## config.mk

```make
export PLATFORM = sky130hd
export DESIGN_NAME = gyro_heading_servo_controller
export DESIGN_NICKNAME = d
export VERILOG_FILES = /design/src/design/ghs_pkg.sv /design/src/design/ghs_div.sv /design/src/design/ghs_mac.sv /design/src/design/gyro_heading_servo_controller.sv
export VERILOG_INCLUDE_DIRS = /design/src /design/src/design
export SDC_FILE = /design/constraint.sdc
export NUM_CORES = 1
export LEC_CHECK = 0
export BUFFER_PORTS_ARGS = -buffer_cell sky130_fd_sc_hd__buf_2
export CORE_AREA = 2 2 284 286
export CTS_CLUSTER_SIZE = 28
export DETAILED_ROUTE_END_ITERATION = 12
export DIE_AREA = 0 0 286 288
export PLACE_DENSITY_LB_ADDON = 0.2
export REMOVE_ABC_BUFFERS = 1
export SETUP_SLACK_MARGIN = 0.4
export SYNTH_ARGS = -nofsm -noshare
export SYNTH_HDL_FRONTEND = slang
export SYNTH_SLANG_ARGS = --single-unit
```

## constraint.sdc

```tcl
create_clock -name clk -period 8.1 [get_ports clk]
set_input_delay 0.81 -clock clk [delete_from_list [all_inputs] [get_ports clk]]
set_output_delay 0.81 -clock clk [all_outputs]
set_load 0.01 [all_outputs]
```

## src/design/assert_macros.svh

```systemverilog
// ----------------------------------------------------------------------------
// assert_macros.svh
// Assertion shorthands shared by the heading servo design.
// ----------------------------------------------------------------------------
`ifndef ASSERT_MACROS_SVH
`define ASSERT_MACROS_SVH

// same-cycle implication, checked on every rising edge out of reset
`define GHS_ASSERT_IMP(lbl, ante, cons) \
    lbl: assert property (@(posedge clk) disable iff (!rst_n) (ante) |-> (cons)) \
        else $error("%m: check failed");

// next-cycle implication, checked on every rising edge out of reset
`define GHS_ASSERT_NXT(lbl, ante, cons) \
    lbl: assert property (@(posedge clk) disable iff (!rst_n) (ante) |=> (cons)) \
        else $error("%m: check failed");

`endif

```

## src/design/ghs_pkg.sv

```systemverilog
// ----------------------------------------------------------------------------
// ghs_pkg
// Widths, codes and shared types of the heading servo controller.
// ----------------------------------------------------------------------------
package ghs_pkg;

    // field and datapath widths
    localparam int RATE_W     = 21;   // offset-corrected rate, signed
    localparam int ACC_W      = 48;   // heading accumulator, signed
    localparam int OPA_W      = 29;   // multiplicand of the serial multiplier, signed
    localparam int OPB_W      = 20;   // multiplier bits, unsigned
    localparam int QUO_W      = 28;   // magnitude of heading_acc / 1e6
    localparam int REM_W      = ACC_W - QUO_W;
    localparam int DIV_STEPS  = QUO_W;
    localparam int CNT_W      = $clog2(DIV_STEPS + 1);
    localparam int OUT_W      = 32;   // heading and drive ports
    localparam int ANGLE_W    = 8;
    localparam int TIME_W     = 24;
    localparam int GAIN_W     = 16;
    localparam int CFG_IDX_W  = 3;
    localparam int CFG_DATA_W = 20;

    // divisor from micro-units to Q8 degrees
    localparam logic [REM_W-1:0] US_PER_S = REM_W'(1000000);

    // accumulator saturation limits
    localparam logic [ACC_W-1:0] ACC_MAX = {1'b0, {(ACC_W-1){1'b1}}};
    localparam logic [ACC_W-1:0] ACC_MIN = {1'b1, {(ACC_W-1){1'b0}}};

    // drive saturation limits
    localparam logic [OUT_W-1:0] DRIVE_MAX = {1'b0, {(OUT_W-1){1'b1}}};
    localparam logic [OUT_W-1:0] DRIVE_MIN = {1'b1, {(OUT_W-1){1'b0}}};

    // servo angles in degrees
    localparam logic [ANGLE_W-1:0] ANG_A_RESET  = 8'd90;
    localparam logic [ANGLE_W-1:0] ANG_B_RESET  = 8'd70;
    localparam logic [ANGLE_W-1:0] ANG_ZERO     = 8'd0;
    localparam logic [ANGLE_W-1:0] ANG_MAX      = 8'd180;
    localparam logic [ANGLE_W-1:0] ANG_DEPLOY_B = 8'd160;
    localparam logic [ANGLE_W-1:0] ANG_END_A    = 8'd150;
    localparam logic [ANGLE_W-1:0] ANG_END_B    = 8'd10;

    // servo B bias in Q8: 160 degrees
    localparam logic [OUT_W:0] B_BIAS_Q8 = 33'd40960;

    // register reset values
    localparam logic [CFG_DATA_W-1:0] RATE_OFFSET_RESET = 20'd58;
    localparam logic [GAIN_W-1:0]     PROP_GAIN_RESET   = 16'd26;
    localparam logic [GAIN_W-1:0]     INTEG_GAIN_RESET  = 16'd13;
    localparam logic [GAIN_W-1:0]     HOLD_TIME_RESET   = 16'd8000;
    localparam logic [GAIN_W-1:0]     DEPLOY_TIME_RESET = 16'd4000;
    localparam logic [GAIN_W-1:0]     CONTROL_END_RESET = 16'd5500;

    // configuration register indexes
    typedef enum logic [CFG_IDX_W-1:0] {
        REG_SENSOR_OK,
        REG_RATE_OFFSET,
        REG_PROP_GAIN,
        REG_INTEG_GAIN,
        REG_HOLD_TIME,
        REG_DEPLOY_TIME,
        REG_CONTROL_END
    } reg_index_t;

    // flight phases
    typedef enum logic [1:0] {
        PH_HOLD,
        PH_DEPLOY,
        PH_CONTROL,
        PH_END
    } phase_t;

    // sequencer states
    typedef enum logic [2:0] {
        ST_IDLE,
        ST_MUL_DT,
        ST_ACCUM,
        ST_DIV_P,
        ST_MUL_I,
        ST_DRIVE,
        ST_FINISH
    } ctrl_state_t;

    // job request to the serial multiplier
    typedef struct packed {
        logic             start;
        logic [OPA_W-1:0] a;      // signed multiplicand
        logic [OPB_W-1:0] b;      // unsigned multiplier
        logic [ACC_W-1:0] init;   // signed starting sum
    } mac_req_t;

endpackage

```

## src/design/ghs_div.sv

```systemverilog
// ----------------------------------------------------------------------------
// ghs_div
// Bit-serial signed divide of the heading accumulator by one million.
// ----------------------------------------------------------------------------
module ghs_div
    import ghs_pkg::*;
(
    input  logic             clk,
    input  logic             rst_n,
    input  logic             start,
    input  logic [ACC_W-1:0] dividend,
    output logic             busy,
    output logic [QUO_W:0]   quotient
);

    logic             busy_reg, busy_next;
    logic [CNT_W-1:0] cnt_reg, cnt_next;
    logic [REM_W-1:0] rem_reg, rem_next;
    logic [QUO_W-1:0] q_reg, q_next;
    logic             neg_reg, neg_next;
    logic [ACC_W-1:0] mag;
    logic [REM_W:0]   trial;
    logic             ge;

    // magnitude of the dividend and one restoring step
    always_comb
    begin
        mag   = dividend[ACC_W-1] ? (~dividend + 1'b1) : dividend;
        trial = {rem_reg, q_reg[QUO_W-1]};
        ge    = (trial >= {1'b0, US_PER_S});
    end

    // step sequencing
    always_comb
    begin
        busy_next = busy_reg;
        cnt_next  = cnt_reg;
        rem_next  = rem_reg;
        q_next    = q_reg;
        neg_next  = neg_reg;
        if (start)
        begin
            busy_next = 1'b1;
            cnt_next  = CNT_W'(DIV_STEPS);
            rem_next  = mag[ACC_W-1:QUO_W];
            q_next    = mag[QUO_W-1:0];
            neg_next  = dividend[ACC_W-1];
        end
        else if (busy_reg)
        begin
            if (cnt_reg == '0)
            begin
                busy_next = 1'b0;
            end
            else
            begin
                rem_next = ge ? REM_W'(trial - {1'b0, US_PER_S}) : trial[REM_W-1:0];
                q_next   = {q_reg[QUO_W-2:0], ge};
                cnt_next = cnt_reg - 1'b1;
            end
        end
    end

    // control state
    always_ff @(posedge clk or negedge rst_n)
    begin
        if (!rst_n)
        begin
            busy_reg <= 1'b0;
        end
        else
        begin
            busy_reg <= busy_next;
        end
    end

    // datapath
    always_ff @(posedge clk)
    begin
        cnt_reg <= cnt_next;
        rem_reg <= rem_next;
        q_reg   <= q_next;
        neg_reg <= neg_next;
    end

    // truncation toward zero: negate the magnitude quotient
    assign busy     = busy_reg;
    assign quotient = neg_reg ? (~{1'b0, q_reg} + 1'b1) : {1'b0, q_reg};

endmodule

```

## src/design/ghs_mac.sv

```systemverilog
// ----------------------------------------------------------------------------
// ghs_mac
// Shift-add multiply-accumulate, one multiplier bit per cycle, LSB first.
// ----------------------------------------------------------------------------
module ghs_mac
    import ghs_pkg::*;
(
    input  logic             clk,
    input  logic             rst_n,
    input  mac_req_t         req,
    output logic             busy,
    output logic [ACC_W-1:0] result
);

    logic             busy_reg, busy_next;
    logic [ACC_W-1:0] a_reg, a_next;
    logic [OPB_W-1:0] b_reg, b_next;
    logic [ACC_W-1:0] acc_reg, acc_next;

    // shift the multiplicand up and the multiplier down, stop once no bits remain
    always_comb
    begin
        busy_next = busy_reg;
        a_next    = a_reg;
        b_next    = b_reg;
        acc_next  = acc_reg;
        if (req.start)
        begin
            busy_next = 1'b1;
            a_next    = {{(ACC_W-OPA_W){req.a[OPA_W-1]}}, req.a};
            b_next    = req.b;
            acc_next  = req.init;
        end
        else if (busy_reg)
        begin
            if (b_reg == '0)
            begin
                busy_next = 1'b0;
            end
            else
            begin
                if (b_reg[0])
                begin
                    acc_next = acc_reg + a_reg;
                end
                a_next = {a_reg[ACC_W-2:0], 1'b0};
                b_next = {1'b0, b_reg[OPB_W-1:1]};
            end
        end
    end

    // control state
    always_ff @(posedge clk or negedge rst_n)
    begin
        if (!rst_n)
        begin
            busy_reg <= 1'b0;
        end
        else
        begin
            busy_reg <= busy_next;
        end
    end

    // datapath
    always_ff @(posedge clk)
    begin
        a_reg   <= a_next;
        b_reg   <= b_next;
        acc_reg <= acc_next;
    end

    assign busy   = busy_reg;
    assign result = acc_reg;

endmodule

```

## src/design/gyro_heading_servo_controller.sv

```systemverilog
// ----------------------------------------------------------------------------
// gyro_heading_servo_controller
// PI heading-hold controller driving two yaw servos from gyro rate samples.
// ----------------------------------------------------------------------------
// One item at a time: a new sample is taken only in the idle state. The
// bit-serial multiplier steps once per significant bit of delta_us, then
// once per bit of prop_gain (overlapped with the divider) and of
// integ_gain; the heading divide by one million always runs 28 steps.
// A finished result sits in the output register while the next sample is
// taken; the block stalls at its last step only if that result is still
// waiting. Configuration writes are always ready and take effect at once.
// ----------------------------------------------------------------------------
`include "assert_macros.svh"

module gyro_heading_servo_controller
    import ghs_pkg::*;
(
    input  logic                  clk,
    input  logic                  rst_n,
    // configuration write channel
    input  logic                  cfg_valid,
    output logic                  cfg_ready,
    input  logic [CFG_IDX_W-1:0]  cfg_index,
    input  logic [CFG_DATA_W-1:0] cfg_data,
    // sample channel
    input  logic                  in_valid,
    output logic                  in_ready,
    input  logic [19:0]           gyro_rate,
    input  logic [19:0]           delta_us,
    input  logic [TIME_W-1:0]     elapsed_ms,
    // result channel
    output logic                  out_valid,
    input  logic                  out_ready,
    output logic [ANGLE_W-1:0]    servo_a_angle,
    output logic [ANGLE_W-1:0]    servo_b_angle,
    output logic [1:0]            phase,
    output logic [OUT_W-1:0]      heading,
    output logic [OUT_W-1:0]      drive
);

    ctrl_state_t state_reg, state_next;

    // configuration registers
    logic                  sensor_ok_reg;
    logic [CFG_DATA_W-1:0] rate_offset_reg;
    logic [GAIN_W-1:0]     prop_gain_reg;
    logic [GAIN_W-1:0]     integ_gain_reg;
    logic [GAIN_W-1:0]     hold_time_reg;
    logic [GAIN_W-1:0]     deploy_time_reg;
    logic [GAIN_W-1:0]     control_end_reg;

    // working registers
    logic [RATE_W-1:0]  rate_reg;
    logic [TIME_W-1:0]  t_reg;
    logic [ACC_W-1:0]   heading_acc_reg;
    logic [OPA_W-1:0]   heading_reg;
    logic [OUT_W-1:0]   drive_reg;
    phase_t             phase_reg;
    logic [ANGLE_W-1:0] last_a_reg, last_a_next;
    logic [ANGLE_W-1:0] last_b_reg, last_b_next;

    // output registers
    logic               out_valid_reg;
    logic [ANGLE_W-1:0] out_a_reg;
    logic [ANGLE_W-1:0] out_b_reg;
    phase_t             out_phase_reg;
    logic [OUT_W-1:0]   out_heading_reg;
    logic [OUT_W-1:0]   out_drive_reg;

    // datapath signals
    logic [RATE_W-1:0] rate_in;
    logic [ACC_W:0]    acc_sum;
    logic [ACC_W-1:0]  acc_sat;
    logic [OUT_W-1:0]  drive_sat;
    logic [16:0]       deploy_limit;
    logic [16:0]       control_limit;
    phase_t            phase_calc;
    logic [OUT_W:0]    b_sum;

    // unit interfaces and sequencer outputs
    mac_req_t          mac_req;
    logic              mac_busy;
    logic [ACC_W-1:0]  mac_result;
    logic              div_start;
    logic              div_busy;
    logic [QUO_W:0]    div_quo;
    logic              in_accept;
    logic              acc_load;
    logic              head_load;
    logic              drive_load;
    logic              out_load;

    ghs_mac u_mac (
        .clk    (clk),
        .rst_n  (rst_n),
        .req    (mac_req),
        .busy   (mac_busy),
        .result (mac_result)
    );

    ghs_div u_div (
        .clk      (clk),
        .rst_n    (rst_n),
        .start    (div_start),
        .dividend (acc_sat),
        .busy     (div_busy),
        .quotient (div_quo)
    );

    // offset-corrected rate, zero when the sensor is flagged bad
    always_comb
    begin
        if (sensor_ok_reg)
        begin
            rate_in = {gyro_rate[19], gyro_rate} - {rate_offset_reg[19], rate_offset_reg};
        end
        else
        begin
            rate_in = '0;
        end
    end

    // heading accumulate with saturation to the accumulator range
    always_comb
    begin
        acc_sum = {heading_acc_reg[ACC_W-1], heading_acc_reg}
                + {mac_result[ACC_W-1], mac_result};
        if (acc_sum[ACC_W] != acc_sum[ACC_W-1])
        begin
            acc_sat = acc_sum[ACC_W] ? ACC_MIN : ACC_MAX;
        end
        else
        begin
            acc_sat = acc_sum[ACC_W-1:0];
        end
    end

    // drive is the Q8 sum shifted down by 8 (floor) and clamped to 32 bits
    always_comb
    begin
        if ((mac_result[ACC_W-1:OUT_W+7] == '0)
            || (mac_result[ACC_W-1:OUT_W+7] == '1))
        begin
            drive_sat = mac_result[OUT_W+7:8];
        end
        else
        begin
            drive_sat = mac_result[ACC_W-1] ? DRIVE_MIN : DRIVE_MAX;
        end
    end

    // phase from elapsed time
    always_comb
    begin
        deploy_limit  = {1'b0, hold_time_reg} + {1'b0, deploy_time_reg};
        control_limit = {1'b0, hold_time_reg} + {1'b0, control_end_reg};
        priority if (t_reg < TIME_W'(hold_time_reg))
        begin
            phase_calc = PH_HOLD;
        end
        else if (t_reg < TIME_W'(deploy_limit))
        begin
            phase_calc = PH_DEPLOY;
        end
        else if (t_reg < TIME_W'(control_limit))
        begin
            phase_calc = PH_CONTROL;
        end
        else
        begin
            phase_calc = PH_END;
        end
    end

    // servo commands for the current phase
    always_comb
    begin
        b_sum = B_BIAS_Q8 + {drive_reg[OUT_W-1], drive_reg};
        unique case (phase_reg)
            PH_HOLD:
            begin
                last_a_next = last_a_reg;
                last_b_next = last_b_reg;
            end
            PH_DEPLOY:
            begin
                last_a_next = ANG_ZERO;
                last_b_next = ANG_DEPLOY_B;
            end
            PH_CONTROL:
            begin
                if (!drive_reg[OUT_W-1] && (drive_reg != '0))
                begin
                    if (drive_reg[OUT_W-2:8] > (OUT_W-9)'(ANG_MAX))
                    begin
                        last_a_next = ANG_MAX;
                    end
                    else
                    begin
                        last_a_next = drive_reg[15:8];
                    end
                    last_b_next = ANG_MAX;
                end
                else
                begin
                    last_a_next = ANG_ZERO;
                    if (!b_sum[OUT_W] && (b_sum != '0))
                    begin
                        last_b_next = b_sum[15:8];
                    end
                    else
                    begin
                        last_b_next = ANG_ZERO;
                    end
                end
            end
            PH_END:
            begin
                last_a_next = ANG_END_A;
                last_b_next = ANG_END_B;
            end
            default:
            begin
                last_a_next = last_a_reg;
                last_b_next = last_b_reg;
            end
        endcase
    end

    // sequencer next state
    always_comb
    begin
        state_next = state_reg;
        unique case (state_reg)
            ST_IDLE:
            begin
                if (in_valid)
                begin
                    state_next = ST_MUL_DT;
                end
            end
            ST_MUL_DT:
            begin
                if (!mac_busy)
                begin
                    state_next = ST_ACCUM;
                end
            end
            ST_ACCUM:
            begin
                state_next = ST_DIV_P;
            end
            ST_DIV_P:
            begin
                if (!mac_busy && !div_busy)
                begin
                    state_next = ST_MUL_I;
                end
            end
            ST_MUL_I:
            begin
                if (!mac_busy)
                begin
                    state_next = ST_DRIVE;
                end
            end
            ST_DRIVE:
            begin
                state_next = ST_FINISH;
            end
            ST_FINISH:
            begin
                if (!out_valid_reg || out_ready)
                begin
                    state_next = ST_IDLE;
                end
            end
            default:
            begin
                state_next = ST_IDLE;
            end
        endcase
    end

    // sequencer outputs
    always_comb
    begin
        in_ready   = 1'b0;
        mac_req    = '0;
        div_start  = 1'b0;
        acc_load   = 1'b0;
        head_load  = 1'b0;
        drive_load = 1'b0;
        out_load   = 1'b0;
        unique case (state_reg)
            ST_IDLE:
            begin
                in_ready      = 1'b1;
                mac_req.start = in_valid;
                mac_req.a     = {{(OPA_W-RATE_W){rate_in[RATE_W-1]}}, rate_in};
                mac_req.b     = delta_us;
            end
            ST_ACCUM:
            begin
                acc_load      = 1'b1;
                div_start     = 1'b1;
                mac_req.start = 1'b1;
                mac_req.a     = {{(OPA_W-RATE_W){rate_reg[RATE_W-1]}}, rate_reg};
                mac_req.b     = {{(OPB_W-GAIN_W){1'b0}}, prop_gain_reg};
            end
            ST_DIV_P:
            begin
                if (!mac_busy && !div_busy)
                begin
                    head_load     = 1'b1;
                    mac_req.start = 1'b1;
                    mac_req.a     = div_quo;
                    mac_req.b     = {{(OPB_W-GAIN_W){1'b0}}, integ_gain_reg};
                    mac_req.init  = mac_result;
                end
            end
            ST_DRIVE:
            begin
                drive_load = 1'b1;
            end
            ST_FINISH:
            begin
                out_load = !out_valid_reg || out_ready;
            end
            default:
            begin
                in_ready = 1'b0;
            end
        endcase
    end

    assign in_accept = in_valid && in_ready;

    // control state, configuration and persistent values
    always_ff @(posedge clk or negedge rst_n)
    begin
        if (!rst_n)
        begin
            state_reg       <= ST_IDLE;
            sensor_ok_reg   <= 1'b1;
            rate_offset_reg <= RATE_OFFSET_RESET;
            prop_gain_reg   <= PROP_GAIN_RESET;
            integ_gain_reg  <= INTEG_GAIN_RESET;
            hold_time_reg   <= HOLD_TIME_RESET;
            deploy_time_reg <= DEPLOY_TIME_RESET;
            control_end_reg <= CONTROL_END_RESET;
            heading_acc_reg <= '0;
            last_a_reg      <= ANG_A_RESET;
            last_b_reg      <= ANG_B_RESET;
            out_valid_reg   <= 1'b0;
        end
        else
        begin
            state_reg <= state_next;
            if (cfg_valid)
            begin
                unique case (cfg_index)
                    REG_SENSOR_OK:   sensor_ok_reg   <= cfg_data[0];
                    REG_RATE_OFFSET: rate_offset_reg <= cfg_data;
                    REG_PROP_GAIN:   prop_gain_reg   <= cfg_data[GAIN_W-1:0];
                    REG_INTEG_GAIN:  integ_gain_reg  <= cfg_data[GAIN_W-1:0];
                    REG_HOLD_TIME:   hold_time_reg   <= cfg_data[GAIN_W-1:0];
                    REG_DEPLOY_TIME: deploy_time_reg <= cfg_data[GAIN_W-1:0];
                    REG_CONTROL_END: control_end_reg <= cfg_data[GAIN_W-1:0];
                    default:         sensor_ok_reg   <= sensor_ok_reg;
                endcase
            end
            if (acc_load)
            begin
                heading_acc_reg <= acc_sat;
            end
            if (out_load)
            begin
                last_a_reg    <= last_a_next;
                last_b_reg    <= last_b_next;
                out_valid_reg <= 1'b1;
            end
            else if (out_ready)
            begin
                out_valid_reg <= 1'b0;
            end
        end
    end

    // working and output payload
    always_ff @(posedge clk)
    begin
        if (in_accept)
        begin
            rate_reg <= rate_in;
            t_reg    <= elapsed_ms;
        end
        if (head_load)
        begin
            heading_reg <= div_quo;
        end
        if (drive_load)
        begin
            drive_reg <= drive_sat;
            phase_reg <= phase_calc;
        end
        if (out_load)
        begin
            out_a_reg       <= last_a_next;
            out_b_reg       <= last_b_next;
            out_phase_reg   <= phase_reg;
            out_heading_reg <= {{(OUT_W-OPA_W){heading_reg[OPA_W-1]}}, heading_reg};
            out_drive_reg   <= drive_reg;
        end
    end

    assign cfg_ready     = 1'b1;
    assign out_valid     = out_valid_reg;
    assign servo_a_angle = out_a_reg;
    assign servo_b_angle = out_b_reg;
    assign phase         = out_phase_reg;
    assign heading       = out_heading_reg;
    assign drive         = out_drive_reg;

    // checks
    `GHS_ASSERT_IMP(a_idle_units_free, in_ready, !mac_busy && !div_busy)
    `GHS_ASSERT_NXT(a_accept_starts_mul, in_accept, (state_reg == ST_MUL_DT) && mac_busy)
    `GHS_ASSERT_NXT(a_result_waits, (state_reg == ST_FINISH) && out_valid && !out_ready, state_reg == ST_FINISH)
    `GHS_ASSERT_IMP(a_angle_range, out_valid, (servo_a_angle <= ANG_MAX) && (servo_b_angle <= ANG_MAX))

endmodule
```

## Word level (Yosys, flattened, before mapping)

Index checks and enable logic that the tools add are counted.
W data, S select, Z words.

| cells by class | value |
|---|---|
| $add $sub $neg | 10 |
| magnitude comparators | 5 |
| equality and inequality tests | 25 |
| multiplexer cells | 55 |
| bitwise operators | 3 |
| reduce and logical (&&, ||, !) cells | 36 |

Operator list:

| kind | number |
|---|---|
| $mux W48 | 11 |
| $pmux W50 S3 | 1 |
| $mux W20 | 7 |
| $mux W98 | 1 |
| $mux W28 | 3 |
| $mux W32 | 2 |
| $pmux W8 S4 | 2 |
| $add A48 B48 Y49 | 1 |
| $add A48 B1 Y48 const B | 1 |
| $add A48 B48 Y48 | 1 |
| $lt A24 B17 Y1 | 2 |
| $not A48 Y48 | 1 |
| $add A16 B16 Y17 | 2 |
| $add A17 B32 Y33 const A | 1 |
| $reduce_bool A33 Y1 | 1 |
| $mux W8 | 4 |
| $reduce_bool A32 Y1 | 1 |
| $add A29 B1 Y29 const B | 1 |
| $mux W29 | 1 |
| $not A28 Y29 | 1 |
| $lt A24 B16 Y1 | 1 |
| $gt A23 B8 Y1 const B | 1 |
| $ge A21 B20 Y1 const B | 1 |
| $mux W21 | 1 |
| other kinds (29) | 85 |

| storage, ports and cells | value |
|---|---|
| register bits after elaboration | 528 |
| input bits | 92 |
| output and inout port bits | 85 |
| word-level logic and storage cells | 166 |

## Logic depth before layout (Yosys ltp)

Gate-level depths: netlist (run 1).

| depth | value |
|---|---|
| depth in word-level cells | 7 |
| mapped depth | 29 |
| mapped depth without buffers | 24 |

## Modules after synthesis

A second synthesis (run 1) with hierarchy kept.

| second synthesis, totals | value |
|---|---|
| cells, all modules | 3,220 |
| area total of the unflattened synthesis | 32,722.6 um^2 |

By module, submodules not included:

| module | times used | cells an instance | area an instance (um^2) | seq. area each (um^2) |
|---|---|---|---|---|
| gyro_heading_servo_controller | 1 | 1,980 | 20,688.6 | 9,892.0 |
| ghs_mac | 1 | 775 | 7,797.5 | 3,508.4 |
| ghs_div | 1 | 465 | 4,236.6 | 1,596.5 |

## Worst setup path after synthesis (run 1)

Ideal clock, no wire load.

| timing path | value |
|---|---|
| kind | reg-to-reg |
| from | register u_mac.acc_reg[29] (netlist: u_mac.result[29]) |
| to | register u_div.rem_reg[12], data pin |
| setup time | 0.254 ns |
| arrival time | 6.428 ns |
| required time | 7.846 ns |
| slack | 1.418 ns |
| stages on the path, launching flop included | 30 |
| period minus slack after synthesis | 6.682 ns |
| cells stage by stage | edfxtp_1 -> ha_1 -> buf_2 -> and4_1 -> nand2_1 -> or3_1 -> or2_2 -> o311a_1 -> o221ai_1 -> a221oi_1 -> xnor2_1 -> ha_1 -> buf_2 -> buf_2 -> buf_2 -> buf_1 -> buf_2 -> buf_1 -> clkbuf_1 -> nor2_1 -> nor2_1 -> ha_1 -> o21ai_0 -> nor3_1 -> nand4b_1 -> or3_1 -> nor4_1 -> nor2_1 -> xnor2_1 -> o21a_1 |

| between the ends | value |
|---|---|
| word-level cells in the longest chain between the ends | 7 |
| elaborated cells between the ends (all ways) | 8 |

Ends and longest elaborated chain:

| element | RTL line | text |
|---|---|---|
| start: declaration | ghs_mac.sv:18 | `logic [ACC_W-1:0] acc_reg, acc_next;` |
| start signal: assignment | ghs_mac.sv:70 | `acc_reg <= acc_next;` |
| $add A48 B48 Y49 * | gyro_heading_servo_controller.sv:127 | `+ {mac_result[ACC_W-1], mac_result};` |
| $mux W48 or $ne A1 B1 Y1 (tied branches) | gyro_heading_servo_controller.sv:130, gyro_heading_servo_controller.sv:128 |  |
| $mux W48 * | gyro_heading_servo_controller.sv:128 | `if (acc_sum[ACC_W] != acc_sum[ACC_W-1])` |
| $not A48 Y48 | ghs_div.sv:28 | `mag = dividend[ACC_W-1] ? (~dividend + 1'b1) : dividend;` |
| $add A48 B1 Y48 | ghs_div.sv:28 |  |
| $mux W48 * | ghs_div.sv:28 |  |
| $mux W20 * | ghs_div.sv:41 | `if (start)` |
| named net u_div.rem_next[12] | ghs_div.sv:18 | `logic [REM_W-1:0] rem_reg, rem_next;` |
| end signal: assignment | ghs_div.sv:81 | `rem_reg <= rem_next;` |
| end: declaration | ghs_div.sv:18 |  |

Mark *: on every way through the listed nets, which the timed path passes. The rest lies on a longest branch.
A chain may end at the register's enable or synchronous reset.

## Worst setup path in the final report (run 1)

| timing path | value |
|---|---|
| from | register u_mac.acc_reg[10] (netlist: u_mac.result[10]) |
| to | register u_div.rem_reg[14], data pin |

Same word-level chain as after synthesis.

==> flow_summary.ini, run 1 <==
[drt]
antenna_left = 0
first_pass_iters = 6
viasPerCell = 5.59
drtIter0Drc = 2079
wirelength_um = 92300
vias = 24400
drc = 0
wire_per_inst_um = 21.1

[grt]
grt_overflow = 0
grt_pass1_vias = 23400
grt_pass1_wl_um = 141000
antenna_found_initial = 3
grt_util_all_layers_pct = 22.0
grt_max_degree = 75

[cells_and_area]
nNetsFinal = 3555
nFillCells = 7636
areaGrowthSynthToFinish_pct = 12.7
instances_no_fill = 4368
drive_above_1_share_pct = 14.3
largest_register_ffs = 64

[sta]
period_needed_ns = 6.83
max_slew_margin_pct = 26.2
finalHoldViolations = 0
slew_viol_final = 0
clock-skew-final_ns = 0.0172
hold_ws_ns = 0.151
final-setup-viol-count = 0
rsz0062_at_grt = no
tightestPinTransition_ns = 1.10
fmax_mhz = 146
setup_ws_ns = 1.27
fin_crit_sh_pct = 84.3

[clocking]
htree_levels = 2
cts_resized = 0
root_buffer = clkbuf_16
max-clock-path-buffers = 3
cts.clk_slew.worst_paths_ns = 0.07
post_cts_buffers = 0
clock-sinks = 528
cts_buffers = 60
cts_tree = built
clock_latency_ns = 0.63
ctsHoldBuffers = 0

[synthesis]
ys_seq_area_share_pct = 47.6
synth_edf_count = 352
synth.distinct_cells = 96
yosysWarnings = 0
syn_inst = 3123
yosysTopAreaCellShare_pct = 33.5
async_flop_share_pct = 32.4
netlist_area_um2 = 31500
yosys-top-cells-area = edfxtp_1, dfrtp_1, ha_1
avgSynthCellArea_um2 = 10.1
ys_seq_elements = 528
synth_flop_cell = edfxtp_1
yosys.area.top_type = edfxtp_1

[worst_setup_path]
cp-end-kind = flop
start_kind = flop
path_max_fanout = 31
cp.required_ns = 8.44
cp.arrival_ns = 7.17
critical_path_class = reg -> reg

[die]
die_h_um = 288
initial_utilization_pct = 39.6
coreArea_um2 = 79600
die_w_um = 286
ios = 177
die-area_um2 = 82400
row_count = 104

[flow_run]
drv_cap = 0

[worst_hold_path]
hp-class = in -> async

[placement]
port_buffers = 175
pre_cts_slack_ns = 1.33
hpwl_um = 68400
gp_congestion = 0.998
dpl.cell_count = 4253

[status]
outcome = completed
-- cells in the final DEF (no fill, tap or decap), types with 95 or more instances in the layout --
master / instances
nand2_1: 355
edfxtp_1: 352
nor2_1: 249
a21oi_1: 216
o21ai_0: 214
ha_1: 202
buf_2: 174
dfrtp_1: 133
xnor2_1: 113
inv_1: 100
a21o_1: 95
-- final cells by class --
cell class	instances	area [µm²]	area share (%)
Multi-Input combinational cell	2353	15600	44.1
Sequential cell	528	15000	42.2
Clock buffer	85	1740	4.89
Tap cell	1060	1330	3.73
Timing Repair Buffer	208	1130	3.19
Inverter	104	393	1.11
Clock inverter	28	280	0.789
Antenna cell	2	5.00	0.0141
-- Yosys cell counts (10+ instances only) --
cell type / count
and3_1: 26
buf_1: 10
nor2b_1: 36
mux2_2: 71
a222oi_1: 17
nor3_1: 70
buf_2: 13
a221oi_1: 23
o211ai_1: 13
a21oi_1: 218
o31ai_1: 22
xnor2_1: 113
a31oi_1: 37
a21o_1: 95
and2_1: 43
o21bai_1: 20
xor2_1: 72
nand3_1: 43
nand2_1: 357
nor4_1: 27
nor2_1: 250
dfstp_2: 38
o21a_1: 61
ha_1: 203
clkbuf_1: 109
o21ai_0: 215
nand4_1: 39
a211oi_1: 15
mux2i_1: 11
dfrtp_1: 133
nand2b_1: 40
edfxtp_1: 352
or4_1: 10
inv_1: 102
or2_2: 17
or3_1: 27
-- routing by layer --
layer,vias up,track usage [%],routed length (µm)
met5,-,0,22
met3,127,3.11,4460
met2,640,37.0,44300
met1,11900,29.8,41200
li1,11800,-,-
met4,4,5.64,2220
-- worst max-delay path, cell delays in order (launching register included) --
cell	delay, ns
edfxtp_1	0.43
ha_1	0.45
and2_1	0.23
nand3_1	0.15
a211oi_1	0.47
nor2_1	0.18
o311a_1	0.38
o221ai_1	0.27
a221oi_1	0.15
xnor2_1	0.18
ha_2	0.76
buf_4	0.33
nor2_1	0.06
nor2_1	0.17
ha_1	0.21
o21ai_0	0.19
nor3_1	0.30
nand4b_1	0.17
or3_1	0.53
nor4_1	0.51
a31oi_1	0.17
xnor2_1	0.17
o21ai_0	0.10
-- stage by stage --
stage | area (µm²) | utilization [%] | setup TNS [ns]
final | 35500 | 44.6 | 0
after global routing | 35500 | 44.6 | 0
after CTS | 35500 | 44.6 | 0
after detailed placement | 33500 | 42.1 | 0
after global placement | 33500 | 42.1 | 0
after floorplan | 31000 | - | -69.76
-- path summary, 6_finish.rpt --
check | to | startpoint | cells past startpoint | slack (ns)
setup reg to reg | u_div.rem_reg[14]$_DFFE_PP_ | u_mac.result[10]$_DFFE_PP_ | 22 | 1.27
hold / removal | heading_acc_reg[43]$_DFFE_PN0P_ | rst_n | 1 | 0.15
min in group clk | t_reg[2]$_DFFE_PP_ | elapsed_ms[2] | 1 | 0.36
setup / recovery | u_div.rem_reg[14]$_DFFE_PP_ | u_mac.result[10]$_DFFE_PP_ | 22 | 1.27
hold reg to reg | heading[6]$_DFFE_PP_ | heading_reg[6]$_DFFE_PP_ | 0 | 0.41
max in group asynchronous | prop_gain_reg[14]$_DFFE_PN0P_ | rst_n | 2 | 6.64
-- cell families after synthesis --
group | count (synthesis) | synth area share, %
AND/OR/NAND/NOR | 1030 | 15.6
AO/OA/AOI/OAI | 847 | 17.3
flip-flops | 528 | 47.6
buffers and inverters | 242 | 3.03
adder cells (fa/ha/maj) | 208 | 8.38
XOR/XNOR | 185 | 5.14
multiplexers | 82 | 2.89
other | 1 | 0.0119
Power of run 1 is left out: the tool's default activity adds up to more than one toggle a clock period on the data nets, which glitch-free logic cannot reach.
==> run 2: changes to the inputs <==
==> constraint.sdc (replaced) <==
create_clock -name clk -period 6.4 [get_ports clk]
set_input_delay 0.64 -clock clk [delete_from_list [all_inputs] [get_ports clk]]
set_output_delay 0.64 -clock clk [all_outputs]
set_load 0.01 [all_outputs]
==> run 2 against run 1 <==
  * Critical path depth unchanged
  * First-iteration DRC count decreased by 4.1%
  * Die area unchanged
  * Count of clock-buffer cells in the layout decreased by 11
  * Global-route usage about the same
  * Sequential cell count unchanged
  * Clock skew about the same
  * Non-clock buffer count increased by 38
  * Final area increased by 1.6%
  * Cell count increased by 0.76%
  * Via count increased by 0.66%
  * Worst setup slack got worse by 0.58 ns
  * Highest routed layer unchanged
==> flow_summary.ini, run 2 (same netlist as run 1, synthesis figures left out) <==
[status]
outcome = completed

[worst_setup_path]
cp-end-kind = flop
cp.arrival_ns = 6.07
path_cells = ha_4, and4_1, nand2_1, or3_4, or2_2, o311a_4, o221ai_2, a221oi_2, xnor2_1, ha_2, nand2_1, o21ba_2, nor2_2, ha_1, o21ai_0, nor3_2, nand4b_1, or3_4, nand4bb_4, o41ai_4, xnor2_1, o21ai_0
cp.required_ns = 6.76
start_kind = flop
critical_path_class = reg -> reg
critPathBufInv = 0
critPathMaxStageDelay_ns = 0.48
critical-path-top-delay-family = simple AND/OR/NAND/NOR gates
path_max_fanout = 5
slowest_stage = edfxtp_1

[grt]
grt_util_all_layers_pct = 22.0
grt_pass1_wl_um = 141000
antenna_found_initial = 8
grt_max_degree = 86
grt_overflow = 0
grt_pass1_vias = 23500

[sta]
final-setup-viol-count = 0
tightestPinTransition_ns = 1.25
rsz0062_at_grt = no
fmax_mhz = 175
slew_viol_final = 0
hold_ws_ns = 0.0133
finalHoldViolations = 0
clock-skew-final_ns = 0.0167
max_slew_margin_pct = 16.8
period_needed_ns = 5.71
fin_crit_sh_pct = 89.3

[placement]
gp_congestion = 0.967
port_buffers = 175
hpwl_um = 68000

[drt]
antenna_left = 0
first_pass_iters = 7
vias = 24600
wire_per_inst_um = 21.0
drtIter0Drc = 1993
drc = 0
viasPerCell = 5.58
wirelength_um = 92400

[cells_and_area]
diodes = 0
drive_above_1_share_pct = 16.4
final_cell_mix = nand2_1, edfxtp_1, nor2_1
largest_register_ffs = 64
final_common_cell = nand2_1
areaGrowthSynthToFinish_pct = 14.5
nNetsFinal = 3591

[clocking]
cts_buffers = 58
root_buffer = clkbuf_16
clock_latency_ns = 0.64
max-clock-path-buffers = 3
cts_tree = built
ctsHoldBuffers = 0
clock-sinks = 528
cts.clk_slew.worst_paths_ns = 0.07
htree_levels = 2

[die]
die-area_um2 = 82400
ios = 177
initial_utilization_pct = 39.6
row_count = 104
coreArea_um2 = 79600
die_h_um = 288
die_w_um = 286

[worst_hold_path]
hp-class = in -> async

[flow_run]
drv_cap = 0
## run 2: cell types whose count changed in the layout (fill, tap and decap cells not counted), moves of 5 or more
cell and delta:
buf_4 +35, ha_1 -15, ha_2 +9, clkbuf_1 -7
clkinvlp_4 +7, ha_4 +6, clkinv_1 +5
## run 2: through the flow
| stage | setup WS, ns | utilization (%) | cells | setup TNS [ns] | area (µm²) |
|---|---|---|---|---|---|
| 3_5_place_dp | 0.247 | 42.3 | 4278 | 0 | 33700 |
| 5_1_grt | 0.371 | 45.3 | 4401 | 0 | 36100 |
| 2_1_floorplan | -3.15 | - | 2985 | -302.57 | 31000 |
| 4_1_cts | 0.401 | 44.8 | 4388 | 0 | 35700 |
| 3_3_place_gp | 0.361 | 42.3 | 4278 | 0 | 33700 |
| 6_report | 0.685 | 45.3 | 4401 | 0 | 36100 |
## run 2: area by class of cell
type                    instances  area (µm²)
fillers                      7688       43600
flip-flops and latches        528       15000
multi-input cells            2353       15900
repair buffers                246        1460
clock buffers                  74        1630
clock inverters                36         337
well taps                    1060        1330
inverters                     104         393
## run 2: routing by layer
layer | track usage [%] | routed length, µm | vias up
met2 | 35.3 | 42400 | 637
li1 | - | - | 11800
met3 | 2.95 | 4480 | 160
met4 | 7.88 | 3400 | 4
met5 | 0 | 32 | -
met1 | 30.6 | 42200 | 11900
## run 2: repair_timing
item                                    in CTS  in global routing
pin swaps                                    0                 13
cloned                                       0                  1
gates resized for setup                      6                 44
endpoints found under the setup margin      15                 33
setup buffers                                0                 12
## run 2: final timing paths
path,startpoint,endpoint,slack (ns),cells after the start
max reg2reg,u_mac.result[34]$_DFFE_PP_,u_div.rem_reg[8]$_DFFE_PP_,0.69,22
max in group asynchronous,rst_n,rate_offset_reg[19]$_DFFE_PN0P_,4.93,2
min in group clk,elapsed_ms[14],t_reg[14]$_DFFE_PP_,0.17,1
min,rst_n,heading_acc_reg[35]$_DFFE_PN0P_,0.01,1
min reg2reg,heading_reg[6]$_DFFE_PP_,heading[6]$_DFFE_PP_,0.40,0
max,u_mac.result[34]$_DFFE_PP_,u_div.rem_reg[8]$_DFFE_PP_,0.69,22
## run 2: worst register-to-register path, stage by stage, from the launching register on
cell	delay, ns
edfxtp_1	0.48
ha_4	0.33
and4_1	0.26
nand2_1	0.13
or3_4	0.40
or2_2	0.31
o311a_4	0.16
o221ai_2	0.21
a221oi_2	0.09
xnor2_1	0.24
ha_2	0.34
nand2_1	0.10
o21ba_2	0.20
nor2_2	0.14
ha_1	0.18
o21ai_0	0.14
nor3_2	0.25
nand4b_1	0.19
or3_4	0.43
nand4bb_4	0.24
o41ai_4	0.38
xnor2_1	0.15
o21ai_0	0.09
Power of run 2 is left out for the same reason.
